**src/sv/assert_macros.svh**
```systemverilog
// assertion macros for the rtl file that checks itself (key_debounce_auto_repeat)
// expects clk and rst_n in the including scope
`ifndef ASSERT_MACROS_SVH
`define ASSERT_MACROS_SVH

// same-cycle implication
`define ASSERT_IMPL(label, ante, cons) \
    label: assert property (@(posedge clk) disable iff (!rst_n) (ante) |-> (cons)) \
        else $error("assertion failed");

// next-cycle implication
`define ASSERT_NEXT(label, ante, cons) \
    label: assert property (@(posedge clk) disable iff (!rst_n) (ante) |=> (cons)) \
        else $error("assertion failed");

`endif

```
**src/sv/kbar_pkg.sv**
```systemverilog
// types, constants and codes for the key debounce / auto-repeat block
// no dependencies
`default_nettype none

package kbar_pkg;

    localparam int NUM_KEYS   = 10;
    localparam int KEY_W      = $clog2(NUM_KEYS);
    localparam int MASK_W     = 10;
    localparam int TIME_W     = 32;
    localparam int HOLD_W     = 16;
    localparam int PERIOD_W   = 8;
    localparam int CFG_IDX_W  = 2;
    localparam int CFG_DATA_W = 16;

    localparam logic [PERIOD_W-1:0] SCAN_PERIOD_RST  = PERIOD_W'(10);
    localparam logic [HOLD_W-1:0]   FIRST_REPEAT_RST = HOLD_W'(500);
    localparam logic [HOLD_W-1:0]   REPEAT_RST       = HOLD_W'(100);
    localparam logic [MASK_W-1:0]   KEY_ENABLE_RST   = MASK_W'(238);
    localparam logic [HOLD_W-1:0]   BOOT_HOLD        = HOLD_W'(100);
    localparam logic [KEY_W-1:0]    LAST_KEY         = KEY_W'(NUM_KEYS - 1);

    typedef enum logic [CFG_IDX_W-1:0] {
        REG_SCAN_PERIOD  = 2'd0,
        REG_FIRST_REPEAT = 2'd1,
        REG_REPEAT       = 2'd2,
        REG_KEY_ENABLE   = 2'd3
    } cfg_reg_t;

    typedef enum logic [1:0] {
        KS_IDLE = 2'd0,
        KS_DOWN = 2'd1,
        KS_UP   = 2'd2
    } key_state_t;

    typedef enum logic [1:0] {
        PH_NONE     = 2'd0,
        PH_RELEASED = 2'd1,
        PH_EMITTED  = 2'd2
    } phase_t;

    typedef struct packed {
        logic accept;
        logic scan_step;
        logic out_load;
    } kbar_cmd_t;

    typedef struct packed {
        logic scan_due;
        logic last_key;
    } kbar_status_t;

endpackage

`default_nettype wire

```
**src/sv/key_debounce_auto_repeat.sv**
```systemverilog
// top level of the key debounce / auto-repeat scanner
// depends on kbar_pkg, kbar_ctrl, kbar_datapath and assert_macros.svh
//
// One input transaction per 1 ms tick carries the pressed level of each key and
// always yields exactly one output transaction (press_valid, press_key). A tick
// without a scan goes from acceptance straight to the done state, where its result
// is loaded into the output register. A scan tick walks the ten keys one per cycle
// through a single 32-bit elapsed-time compare before it reaches the done state. A
// finished tick waits in the done state while the output register holds a stalled
// result, and its result is loaded once that register is free. The next tick is
// accepted as soon as the result sits in the output register, even while that
// result is stalled.
// Configuration writes are accepted in any cycle and must only be issued idle.
`default_nettype none
`include "assert_macros.svh"

module key_debounce_auto_repeat
    import kbar_pkg::*;
(
    input  wire logic                  clk,
    input  wire logic                  rst_n,
    input  wire logic                  in_valid,
    output logic                       in_stall,
    input  wire logic [MASK_W-1:0]     pressed_mask,
    output logic                       out_valid,
    input  wire logic                  out_stall,
    output logic                       press_valid,
    output logic [3:0]                 press_key,
    input  wire logic                  cfg_valid,
    output logic                       cfg_ready,
    input  wire logic [CFG_IDX_W-1:0]  cfg_index,
    input  wire logic [CFG_DATA_W-1:0] cfg_data
);

    kbar_cmd_t    cmd;
    kbar_status_t status;

    assign cfg_ready = 1'b1;

    kbar_ctrl u_ctrl (
        .clk       (clk),
        .rst_n     (rst_n),
        .in_valid  (in_valid),
        .in_stall  (in_stall),
        .out_valid (out_valid),
        .out_stall (out_stall),
        .status    (status),
        .cmd       (cmd)
    );

    kbar_datapath u_datapath (
        .clk          (clk),
        .rst_n        (rst_n),
        .cmd          (cmd),
        .status       (status),
        .cfg_write    (cfg_valid && cfg_ready),
        .cfg_index    (cfg_index),
        .cfg_data     (cfg_data),
        .pressed_mask (pressed_mask),
        .press_valid  (press_valid),
        .press_key    (press_key)
    );

    `ASSERT_IMPL(a_cmd_exclusive, 1'b1, $onehot0({cmd.accept, cmd.scan_step, cmd.out_load}))
    `ASSERT_IMPL(a_key_in_range, out_valid && press_valid, press_key <= 4'(LAST_KEY))
    `ASSERT_NEXT(a_busy_after_accept, in_valid && !in_stall, in_stall)

endmodule

`default_nettype wire

```
**src/sv/kbar_ctrl.sv**
```systemverilog
// controller: sequences accept, key walk and result hand-off
// depends on kbar_pkg
`default_nettype none

module kbar_ctrl
    import kbar_pkg::*;
(
    input  wire logic         clk,
    input  wire logic         rst_n,
    input  wire logic         in_valid,
    output logic              in_stall,
    output logic              out_valid,
    input  wire logic         out_stall,
    input  wire kbar_status_t status,
    output kbar_cmd_t         cmd
);

    typedef enum logic [2:0] {
        ST_IDLE = 3'b001,
        ST_SCAN = 3'b010,
        ST_DONE = 3'b100
    } state_t;

    state_t state_reg, state_next;
    logic   out_valid_reg, out_valid_next;

    always_comb
    begin
        state_next     = state_reg;
        cmd            = '0;
        in_stall       = 1'b1;
        out_valid_next = out_valid_reg && out_stall;
        unique case (state_reg)
            ST_IDLE:
            begin
                in_stall = 1'b0;
                if (in_valid)
                begin
                    cmd.accept = 1'b1;
                    state_next = status.scan_due ? ST_SCAN : ST_DONE;
                end
            end
            ST_SCAN:
            begin
                cmd.scan_step = 1'b1;
                if (status.last_key)
                begin
                    state_next = ST_DONE;
                end
            end
            ST_DONE:
            begin
                if (!out_valid_reg || !out_stall)
                begin
                    cmd.out_load   = 1'b1;
                    out_valid_next = 1'b1;
                    state_next     = ST_IDLE;
                end
            end
            default:
            begin
                state_next = ST_IDLE;
            end
        endcase
    end

    always_ff @(posedge clk or negedge rst_n)
    begin
        if (!rst_n)
        begin
            state_reg     <= ST_IDLE;
            out_valid_reg <= 1'b0;
        end
        else
        begin
            state_reg     <= state_next;
            out_valid_reg <= out_valid_next;
        end
    end

    assign out_valid = out_valid_reg;

endmodule

`default_nettype wire

```
**src/sv/kbar_datapath.sv**
```systemverilog
// datapath: config registers, key states, hold times, timing and result
// depends on kbar_pkg
`default_nettype none

module kbar_datapath
    import kbar_pkg::*;
(
    input  wire logic                  clk,
    input  wire logic                  rst_n,
    input  wire kbar_cmd_t             cmd,
    output kbar_status_t               status,
    input  wire logic                  cfg_write,
    input  wire logic [CFG_IDX_W-1:0]  cfg_index,
    input  wire logic [CFG_DATA_W-1:0] cfg_data,
    input  wire logic [MASK_W-1:0]     pressed_mask,
    output logic                       press_valid,
    output logic [3:0]                 press_key
);

    logic [PERIOD_W-1:0] scan_period_reg;
    logic [HOLD_W-1:0]   first_repeat_reg;
    logic [HOLD_W-1:0]   repeat_reg;
    logic [MASK_W-1:0]   key_enable_reg;

    logic [TIME_W-1:0]   tick_reg;
    logic [TIME_W-1:0]   last_emit_reg;
    logic [PERIOD_W-1:0] div_reg;
    phase_t              phase_reg;
    key_state_t          key_state_reg [NUM_KEYS];
    logic [HOLD_W-1:0]   hold_reg [NUM_KEYS];
    logic [MASK_W-1:0]   prev_reg;

    logic [MASK_W-1:0]   level_reg;
    logic [KEY_W-1:0]    idx_reg;
    logic                res_valid_reg;
    logic [KEY_W-1:0]    res_key_reg;
    logic                press_valid_reg;
    logic [3:0]          press_key_reg;

    logic [MASK_W-1:0]   level;
    logic [MASK_W-1:0]   changed;
    logic [TIME_W-1:0]   elapsed;
    logic                emit;
    logic                release_done;

    assign level   = pressed_mask & key_enable_reg;
    assign changed = (level ^ prev_reg) & key_enable_reg;
    assign elapsed = tick_reg - last_emit_reg;

    assign emit = (key_state_reg[idx_reg] == KS_DOWN) && level_reg[idx_reg]
                  && (elapsed > {{(TIME_W-HOLD_W){1'b0}}, hold_reg[idx_reg]});
    assign release_done = (key_state_reg[idx_reg] == KS_UP) && !level_reg[idx_reg];

    assign status.scan_due = (div_reg >= scan_period_reg);
    assign status.last_key = (idx_reg == LAST_KEY);

    always_ff @(posedge clk or negedge rst_n)
    begin
        if (!rst_n)
        begin
            scan_period_reg  <= SCAN_PERIOD_RST;
            first_repeat_reg <= FIRST_REPEAT_RST;
            repeat_reg       <= REPEAT_RST;
            key_enable_reg   <= KEY_ENABLE_RST;
        end
        else if (cfg_write)
        begin
            unique case (cfg_reg_t'(cfg_index))
                REG_SCAN_PERIOD:  scan_period_reg  <= cfg_data[PERIOD_W-1:0];
                REG_FIRST_REPEAT: first_repeat_reg <= cfg_data[HOLD_W-1:0];
                REG_REPEAT:       repeat_reg       <= cfg_data[HOLD_W-1:0];
                REG_KEY_ENABLE:   key_enable_reg   <= cfg_data[MASK_W-1:0];
                default:          ;
            endcase
        end
    end

    always_ff @(posedge clk or negedge rst_n)
    begin
        if (!rst_n)
        begin
            tick_reg      <= '0;
            last_emit_reg <= '0;
            div_reg       <= '0;
            phase_reg     <= PH_NONE;
            prev_reg      <= '0;
            for (int i = 0; i < NUM_KEYS; i++)
            begin
                key_state_reg[i] <= KS_IDLE;
                hold_reg[i]      <= BOOT_HOLD;
            end
        end
        else if (cmd.accept)
        begin
            for (int i = 0; i < NUM_KEYS; i++)
            begin
                if (changed[i])
                begin
                    key_state_reg[i] <= level[i] ? KS_DOWN : KS_UP;
                end
            end
            prev_reg <= level;
            tick_reg <= tick_reg + TIME_W'(1);
            div_reg  <= status.scan_due ? '0 : div_reg + PERIOD_W'(1);
        end
        else if (cmd.scan_step)
        begin
            if (emit)
            begin
                last_emit_reg     <= tick_reg;
                hold_reg[idx_reg] <= (phase_reg == PH_RELEASED) ? first_repeat_reg
                                                                : repeat_reg;
                phase_reg         <= PH_EMITTED;
            end
            else if (release_done)
            begin
                key_state_reg[idx_reg] <= KS_IDLE;
                hold_reg[idx_reg]      <= repeat_reg;
                phase_reg              <= PH_RELEASED;
            end
        end
    end

    // per-item working registers and the output register
    always_ff @(posedge clk)
    begin
        if (cmd.accept)
        begin
            level_reg     <= level;
            idx_reg       <= '0;
            res_valid_reg <= 1'b0;
            res_key_reg   <= '0;
        end
        else if (cmd.scan_step)
        begin
            idx_reg <= idx_reg + KEY_W'(1);
            if (emit)
            begin
                res_valid_reg <= 1'b1;
                res_key_reg   <= idx_reg;
            end
        end
        if (cmd.out_load)
        begin
            press_valid_reg <= res_valid_reg;
            press_key_reg   <= 4'(res_key_reg);
        end
    end

    assign press_valid = press_valid_reg;
    assign press_key   = press_key_reg;

endmodule

`default_nettype wire

```
**config.mk**
```make
export PLATFORM = sky130hd
export DESIGN_NAME = key_debounce_auto_repeat
export DESIGN_NICKNAME = d
export VERILOG_FILES = /design/src/sv/kbar_pkg.sv /design/src/sv/key_debounce_auto_repeat.sv /design/src/sv/kbar_ctrl.sv /design/src/sv/kbar_datapath.sv
export VERILOG_INCLUDE_DIRS = /design/src /design/src/sv
export SDC_FILE = /design/constraint.sdc
export NUM_CORES = 1
export LEC_CHECK = 0
export BUFFER_PORTS_ARGS = -buffer_cell sky130_fd_sc_hd__buf_2
export CORE_MARGIN = 8
export CORE_UTILIZATION = 63
export CTS_CLUSTER_SIZE = 14
export DETAILED_ROUTE_END_ITERATION = 10
export PLACE_DENSITY = 0.8
export SYNTH_ARGS = -nofsm -noshare
export SYNTH_HDL_FRONTEND = slang
export SYNTH_SLANG_ARGS = --single-unit
```
**constraint.sdc**
```tcl
create_clock -name clk -period 6.25 [get_ports clk]
set_clock_uncertainty 0.15 [all_clocks]
set_input_delay 1.25 -clock clk [delete_from_list [all_inputs] [get_ports clk]]
set_output_delay 1.25 -clock clk [all_outputs]
set_load 0.01 [all_outputs]
```
==> results.md, run 1 <==
* Synth unique cells at 89
* Worst-case hold slack at 287.8 ps
* Share of cells above drive strength 1 at 30.99%
* Status: finished clean
* Worst r2r dst: u_datapath.hold_reg[72]$_DFFE_PN0P_
* Pre-CTS WS at 426.7 ps
* Port bufs at 39
* Max FFs per register at 160
* Final Cycle Share at 96.19%
* Height of the die at 187.5 µm
* Core area at 28,860 µm²
* Grt ovf at 0
* Max incr delay on CP at 520 ps
* Synthesized area per cell at 11.99 µm²
* # diodes at 0
* Most frequent cells in the layout: 270 x dfrtp_1, 201 x mux2_2, 103 x nand2_1, 75 x o21ai_0, 61 x ha_1
* RePlAce Congestion at 0.8706
* Setup crit end kind: flip-flop
* Fin cells at 1,978
* FFs w/ async S/R, synth at 92.98%
* CP Launch Type: flip-flop
* Crit-path max FO at 17
* Worst vdd ir at 297.0 µV
* Drt drc at 0
* Final WL at 42,420 µm
* RSZ-0062 raised after global routing: yes
* ANT nets after route at 0
* Die span in x at 187.5 µm
* Initial Util at 64.17%
* WP buf/inv at 4
* GRT Overall Usage at 24.15%
* Row count at 62
* #FFs+latches synth at 342
* PwrDens at 326.2 nW/µm²
* Most common cell after layout, fill and taps aside: dfrtp_1
* Clk root buf: clkbuf_16
* Hold_sp: u_datapath.res_key_reg[2]$_SDFFE_PP0P_
* Post-Syn Area at 18,520 µm²
* First-pass GRT wire length at 69,630 µm
* First drt pass iteration count at 6
* Io pins at 41
* Post-synth EDFFs at 15
* CP delay by family, top: compound AO/OA/AOI/OAI gates
* Slew Viols, Final at 0
* PnR worst setup slack at 238.0 ps
* CTS Hold Bufs at 0
* Main synth FF type: dfrtp_1
* Worst r2r src: u_datapath.tick_reg[0]$_DFFE_PN0P_
* Initial antenna violation count at 0
* Placed Instances at 1,909
* Peak Freq at 166.3 MHz
* Initial DRC count at 956
* Number of max-cap violations at 0
* R2R Setup Slk at 240 ps
* CP Cell Sequence: inv_1 -> ha_1 -> inv_1 -> fa_1 -> a211o_1 -> a211oi_2 -> o21ai_1 -> nor2_1 -> xnor2_1 -> ha_1 -> a21o_1 -> a2111oi_0 -> o22ai_1 -> a2111o_1 -> a2111oi_2 -> and4_1 -> buf_4 -> and3_1 -> buf_4 -> o21ai_1 -> mux2_2
* Hold crit path type: reg2reg
* Worst hold stages at 0
* Synth Instances at 1,545
* Worst Reg-to-Reg Cells at 21
* Drt wl/cell at 21.44 µm
* Tmin final at 6012 ps
* TritonCTS clock tree: yes
* Final nets at 1,660
* Total CTS buffers at 38
* Final setup fails at 0
* Arr. time, crit path at 6260 ps
* Die area at 35,140 µm²
* Post-synthesis sequential area ratio at 46.70%
* Clock Pin Slew Worst Setup and Hold Paths at 60 ps
* Syn_nets at 1,640
* Final Hold Viols at 0
* Via density at 6.368
* Worst Hold End: u_datapath.press_key[2]$_DFFE_PP_
* Clock sinks at 342
* Setup TNS at 0 ps
* Tightest Pin Transition at 1148 ps
* Area Growth Syn to Fin at 9.297%
* Maximum number of pins on one net before global-route repair at 127
* Hpwl dp at 28,090 µm
* Vias at 12,596
* Synthesis Warnings at 0
* Slew HR at 23.37%
* Slowest-stage cell, CP: a2111oi_0
* P_leak at 8.982 nW
* Kind of critical path: reg2reg
* Clock Tree Buf Depth at 3
* Htree depth at 2
* Total chip power at 6.603 mW
* CP required at 6500 ps
* Vias in the first global route at 13,017
* Worst-Skew Late Latency at 540 ps
logic make-up (layout without fill, tap and decap cells):
logic type	after synthesis	in the layout	share of synthesized area [%]
compound gates	314	314	11.72
other cells	1	1	0.02025
flops	342	342	46.70
xor+xnor	56	56	2.648
mux	325	325	22.59
fa+ha+maj	62	62	4.229
buf+inv	135	184	3.615
simple gates	310	310	8.479
repair_timing:
item	in CTS	in global routing
gates resized for setup	0	1
buffers inserted	0	0
endpoints found under the setup margin	0	60
stage by stage:
stage / instance area [µm²] / util, %
2_1_floorplan: 18520 / -
3_3_place_gp: 18940 / 65.63
3_5_place_dp: 18940 / 65.63
4_1_cts: 20240 / 70.13
5_1_grt: 20240 / 70.14
6_report: 20240 / 70.14
where the power goes:
group,total (mW),switching [mW],internal [mW]
Clock,2.31,0.912,1.40
Combinational,1.68,0.973,0.707
Sequential,2.61,0.176,2.44
Total,6.60,2.06,4.54
cell type report:
type,instances,area [µm²]
multi-input combinational,1068,9209
clock inverter,18,246.5
clock buffer,51,1050
sequential,342,8653
inverter,53,198.9
tap,384,480.5
timing repair buffer,62,402.9
fill,1987,8617
how the worst max path moves through the flow:
stage                                            start  slack (ps)                                   end  cells past startpoint
floorplan           u_datapath.idx_reg[0]$_SDFFE_PP0N_        1160  u_datapath.hold_reg[103]$_DFFE_PN0P_                     20
global placement    u_datapath.tick_reg[0]$_DFFE_PN0P_         690   u_datapath.hold_reg[95]$_DFFE_PN0P_                     21
detailed placement  u_datapath.tick_reg[0]$_DFFE_PN0P_         430   u_datapath.hold_reg[42]$_DFFE_PN0P_                     21
CTS                 u_datapath.tick_reg[0]$_DFFE_PN0P_         330   u_datapath.hold_reg[90]$_DFFE_PN0P_                     21
global route        u_datapath.tick_reg[0]$_DFFE_PN0P_        -140   u_datapath.hold_reg[75]$_DFFE_PN0P_                     21
finish              u_datapath.tick_reg[0]$_DFFE_PN0P_         240   u_datapath.hold_reg[72]$_DFFE_PN0P_                     21
per-layer routing:
metal,track usage (%),vias to the layer above,part of all wire [%]
met3,3.281,90,5.5
met5,0,-,0
met4,8.788,0,3.4
met2,39.15,361,47
met1,32.93,6419,44
li1,-,5726,-
cells in the mapped netlist (27+ instances only):
cell	number	share of area, %
o21ai_0	75	2.0
a21oi_1	49	1.3
xnor2_1	39	1.8
dfrtp_1	270	36
nand3_1	45	1.2
nand2_1	103	2.1
a21o_1	27	1.1
mux4_2	38	4.6
mux2i_1	43	2.3
nor2_1	51	1.0
dfstp_2	48	6.8
mux2_4	40	3.2
ha_1	61	4.1
clkbuf_1	33	0.67
inv_1	53	1.1
mux2_2	201	12
(Power assumes the default switching activity.)
==> run 2: changes to the inputs <==
--- a/config.mk
+++ b/config.mk
@@ -11,6 +11,7 @@
 export CORE_UTILIZATION = 63
 export CTS_CLUSTER_SIZE = 14
 export DETAILED_ROUTE_END_ITERATION = 10
+export GPL_TIMING_DRIVEN = 0
 export PLACE_DENSITY = 0.8
 export SYNTH_ARGS = -nofsm -noshare
 export SYNTH_HDL_FRONTEND = slang
==> run 2 against run 1 <==
Against the previous run: maximum frequency increased by 1.6%; critical path depth decreased by 2; clock power decreased by 12%; wire length increased by 4.5%; sequential power about the same; count of clock-buffer cells in the layout increased by 3; global-route usage increased by 1.0 points; final area increased by 1.0%; sequential cell count unchanged; largest cell class unchanged; first-iteration DRC count decreased by 1.8%; via count increased by 2.6%.
==> results.md, run 2 (same netlist as run 1, synthesis figures left out) <==
* Net switching power at 2.078 mW (+0.83%)
* Area Growth Syn to Fin at 10.38%
* P_leak at 9.085 nW (+1.1%)
* Sequential share of power at 41.0% (+1.4 points)
* Via density at 6.344 (-0.38%)
* # diodes at 0 (unchanged)
* Area after DPL at 19,290 µm² (+1.8%)
* Fillers at 2,013 (+1.3%)
* GRT Overall Usage at 25.17% (+1.0 points)
* Slew HR at 25.97% (+2.6 points)
* Io pins at 41 (unchanged)
* Worst-Skew Late Latency at 530 ps (about the same)
* CTS Hold Bufs at 0 (unchanged)
* Most frequent cells in the layout: 270 x dfrtp_1, 201 x mux2_2, 103 x nand2_1, 75 x o21ai_0, 61 x ha_1
* Max FFs per register at 160 (unchanged)
* Kind of critical path: reg2reg
* Slowest-stage cell, CP: mux4_2
* Gate power share at 27.1% (+1.7 points)
* Most common cell after layout, fill and taps aside: dfrtp_1
* Status: finished clean
* Arr. time, crit path at 6170 ps (-90 ps)
* Die area at 35,140 µm² (unchanged)
* ANT nets after route at 0 (unchanged)
* Clock power share at 32.0% (-3.0 points)
* First drt pass iteration count at 5 (-1)
* Row count at 62 (unchanged)
* CP required at 6500 ps (about the same)
* Hpwl dp at 31,420 µm (+12%)
* Worst vdd ir at 237.3 µV (-20%)
* Clock Tree Buf Depth at 3 (unchanged)
* Initial DRC count at 939 (-1.8%)
* CP Cell Sequence: buf_6 -> buf_2 -> clkdlybuf4s15_2 -> mux4_2 -> mux2i_1 -> o22a_1 -> ha_1 -> and3_1 -> a211oi_1 -> a41o_1 -> o22ai_1 -> a2111o_1 -> a2111oi_2 -> and4_1 -> buf_4 -> and3_1 -> buf_2 -> o21ai_1 -> mux2_2
* Hold crit path type: reg2reg
* CP delay by family, top: compound AO/OA/AOI/OAI gates
* Clock sinks at 342 (unchanged)
* Grt ovf at 0 (unchanged)
* Clk root buf: clkbuf_16
* Htree depth at 2 (unchanged)
* RSZ-0062 raised after global routing: yes
* CP Launch Type: flip-flop
* WP buf/inv at 5 (+1)
* PwrDens at 312.6 nW/µm² (-4.2%)
* Peak Freq at 169.1 MHz (+1.6%)
* Sw Share at 32.51% (+1.3 points)
* Clock Pin Slew Worst Setup and Hold Paths at 60 ps (about the same)
* Final WL at 44,320 µm (+4.5%)
* Setup crit end kind: flip-flop
* Final setup fails at 0 (unchanged)
* TritonCTS clock tree: yes
* Maximum number of pins on one net before global-route repair at 120 (-5.5%)
* Final Hold Viols at 0 (unchanged)
* Drt drc at 0 (unchanged)
* Number of max-cap violations at 0 (unchanged)
* Die span in x at 187.5 µm (unchanged)
* Height of the die at 187.5 µm (unchanged)
* Max incr delay on CP at 590 ps (+70 ps)
* Vias in the first global route at 13,293 (+2.1%)
* Final nets at 1,720 (+3.6%)
* Initial Util at 64.17% (unchanged)
* Slew Viols, Final at 0 (unchanged)
* Share of cells above drive strength 1 at 30.73% (-0.26 points)
* Total CTS buffers at 36 (-5.3%)
* Internal power at 4.314 mW (-5.0%)
* Core area at 28,860 µm² (unchanged)
* Final Instance Area at 20,440 µm² (+1.0%)
* Vias at 12,923 (+2.6%)
* Port bufs at 39 (unchanged)
* Crit-path max FO at 10 (-7)
* RePlAce Congestion at 0.9375 (+7.7%)
* Initial antenna violation count at 2 (+2)
* Final Cycle Share at 94.63% (-1.6 points)
* Drt wl/cell at 21.76 µm (+1.5%)
* Tightest Pin Transition at 1110 ps (-37.79 ps)
* Util after Layout at 70.84% (+0.70 points)
* Tmin final at 5914 ps (-97.52 ps)
* First-pass GRT wire length at 71,770 µm (+3.1%)
run 2: layer usage:
| metal | GRT usage (%) | share of wire (%) |
|---|---|---|
| met1 | 32.36 | 42 |
| met2 | 42.11 | 49 |
| met3 | 4.251 | 5.6 |
| met4 | 9.909 | 3.6 |
| met5 | 0 | 0.023 |
run 2: final cells by class:
class	count	area [µm²]	area share, %
Multi-Input combinational cell	1068	9219	45.10
Sequential cell	342	8648	42.31
Clock buffer	54	1040	5.086
Buffer	82	500.5	2.448
Tap cell	384	480.5	2.350
Timing Repair Buffer	42	287.8	1.408
Inverter	53	198.9	0.9732
Clock inverter	12	67.56	0.3305
run 2: per-stage QoR:
step           setup slack, ps  cells  hold WS [ps]  setup TNS [ps]  total power [mW]
6_report                 335.5   2037         278.5               0             6.391
5_1_grt                 -20.91   2037         296.0          -114.9             6.700
3_5_place_dp            -92.11   1971         265.2           -2242             4.326
3_3_place_gp             -1993   1968         265.4         -527980             4.249
2_1_floorplan             1164   1545         258.0               0             3.824
4_1_cts                  82.19   2037         280.0               0             6.372
run 2: power by group through the flow:
stage                     logic [mW]  clock network, mW  registers (mW)
after floorplan                 1.23                  0            2.59
after global placement          1.61                  0            2.63
after detailed placement        1.68                  0            2.65
after CTS                       1.70               2.06            2.61
after global routing            1.90               2.16            2.64
final                           1.73               2.04            2.62
run 2: worst paths after layout:
kind / startpoint / endpoint / slack (ps) / depth (start not counted)
max: u_datapath.idx_reg[0]$_SDFFE_PP0N_ / u_datapath.hold_reg[11]$_DFFE_PN0P_ / 340 / 19
min: u_datapath.res_key_reg[2]$_SDFFE_PP0P_ / u_datapath.press_key[2]$_DFFE_PP_ / 280 / 0
max reg2reg: u_datapath.idx_reg[0]$_SDFFE_PP0N_ / u_datapath.hold_reg[11]$_DFFE_PN0P_ / 340 / 19
min reg2reg: u_datapath.res_key_reg[2]$_SDFFE_PP0P_ / u_datapath.press_key[2]$_DFFE_PP_ / 280 / 0
max in group asynchronous: rst_n / u_datapath.hold_reg[38]$_DFFE_PN1P_ / 3820 / 4
min in group asynchronous: rst_n / u_datapath.tick_reg[24]$_DFFE_PN0P_ / 390 / 1
run 2: repair_timing:
item | in CTS | in global routing
buffers inserted | 0 | 0
setup endpoints to repair | 173 | 196
gates resized for setup | 10 | 9
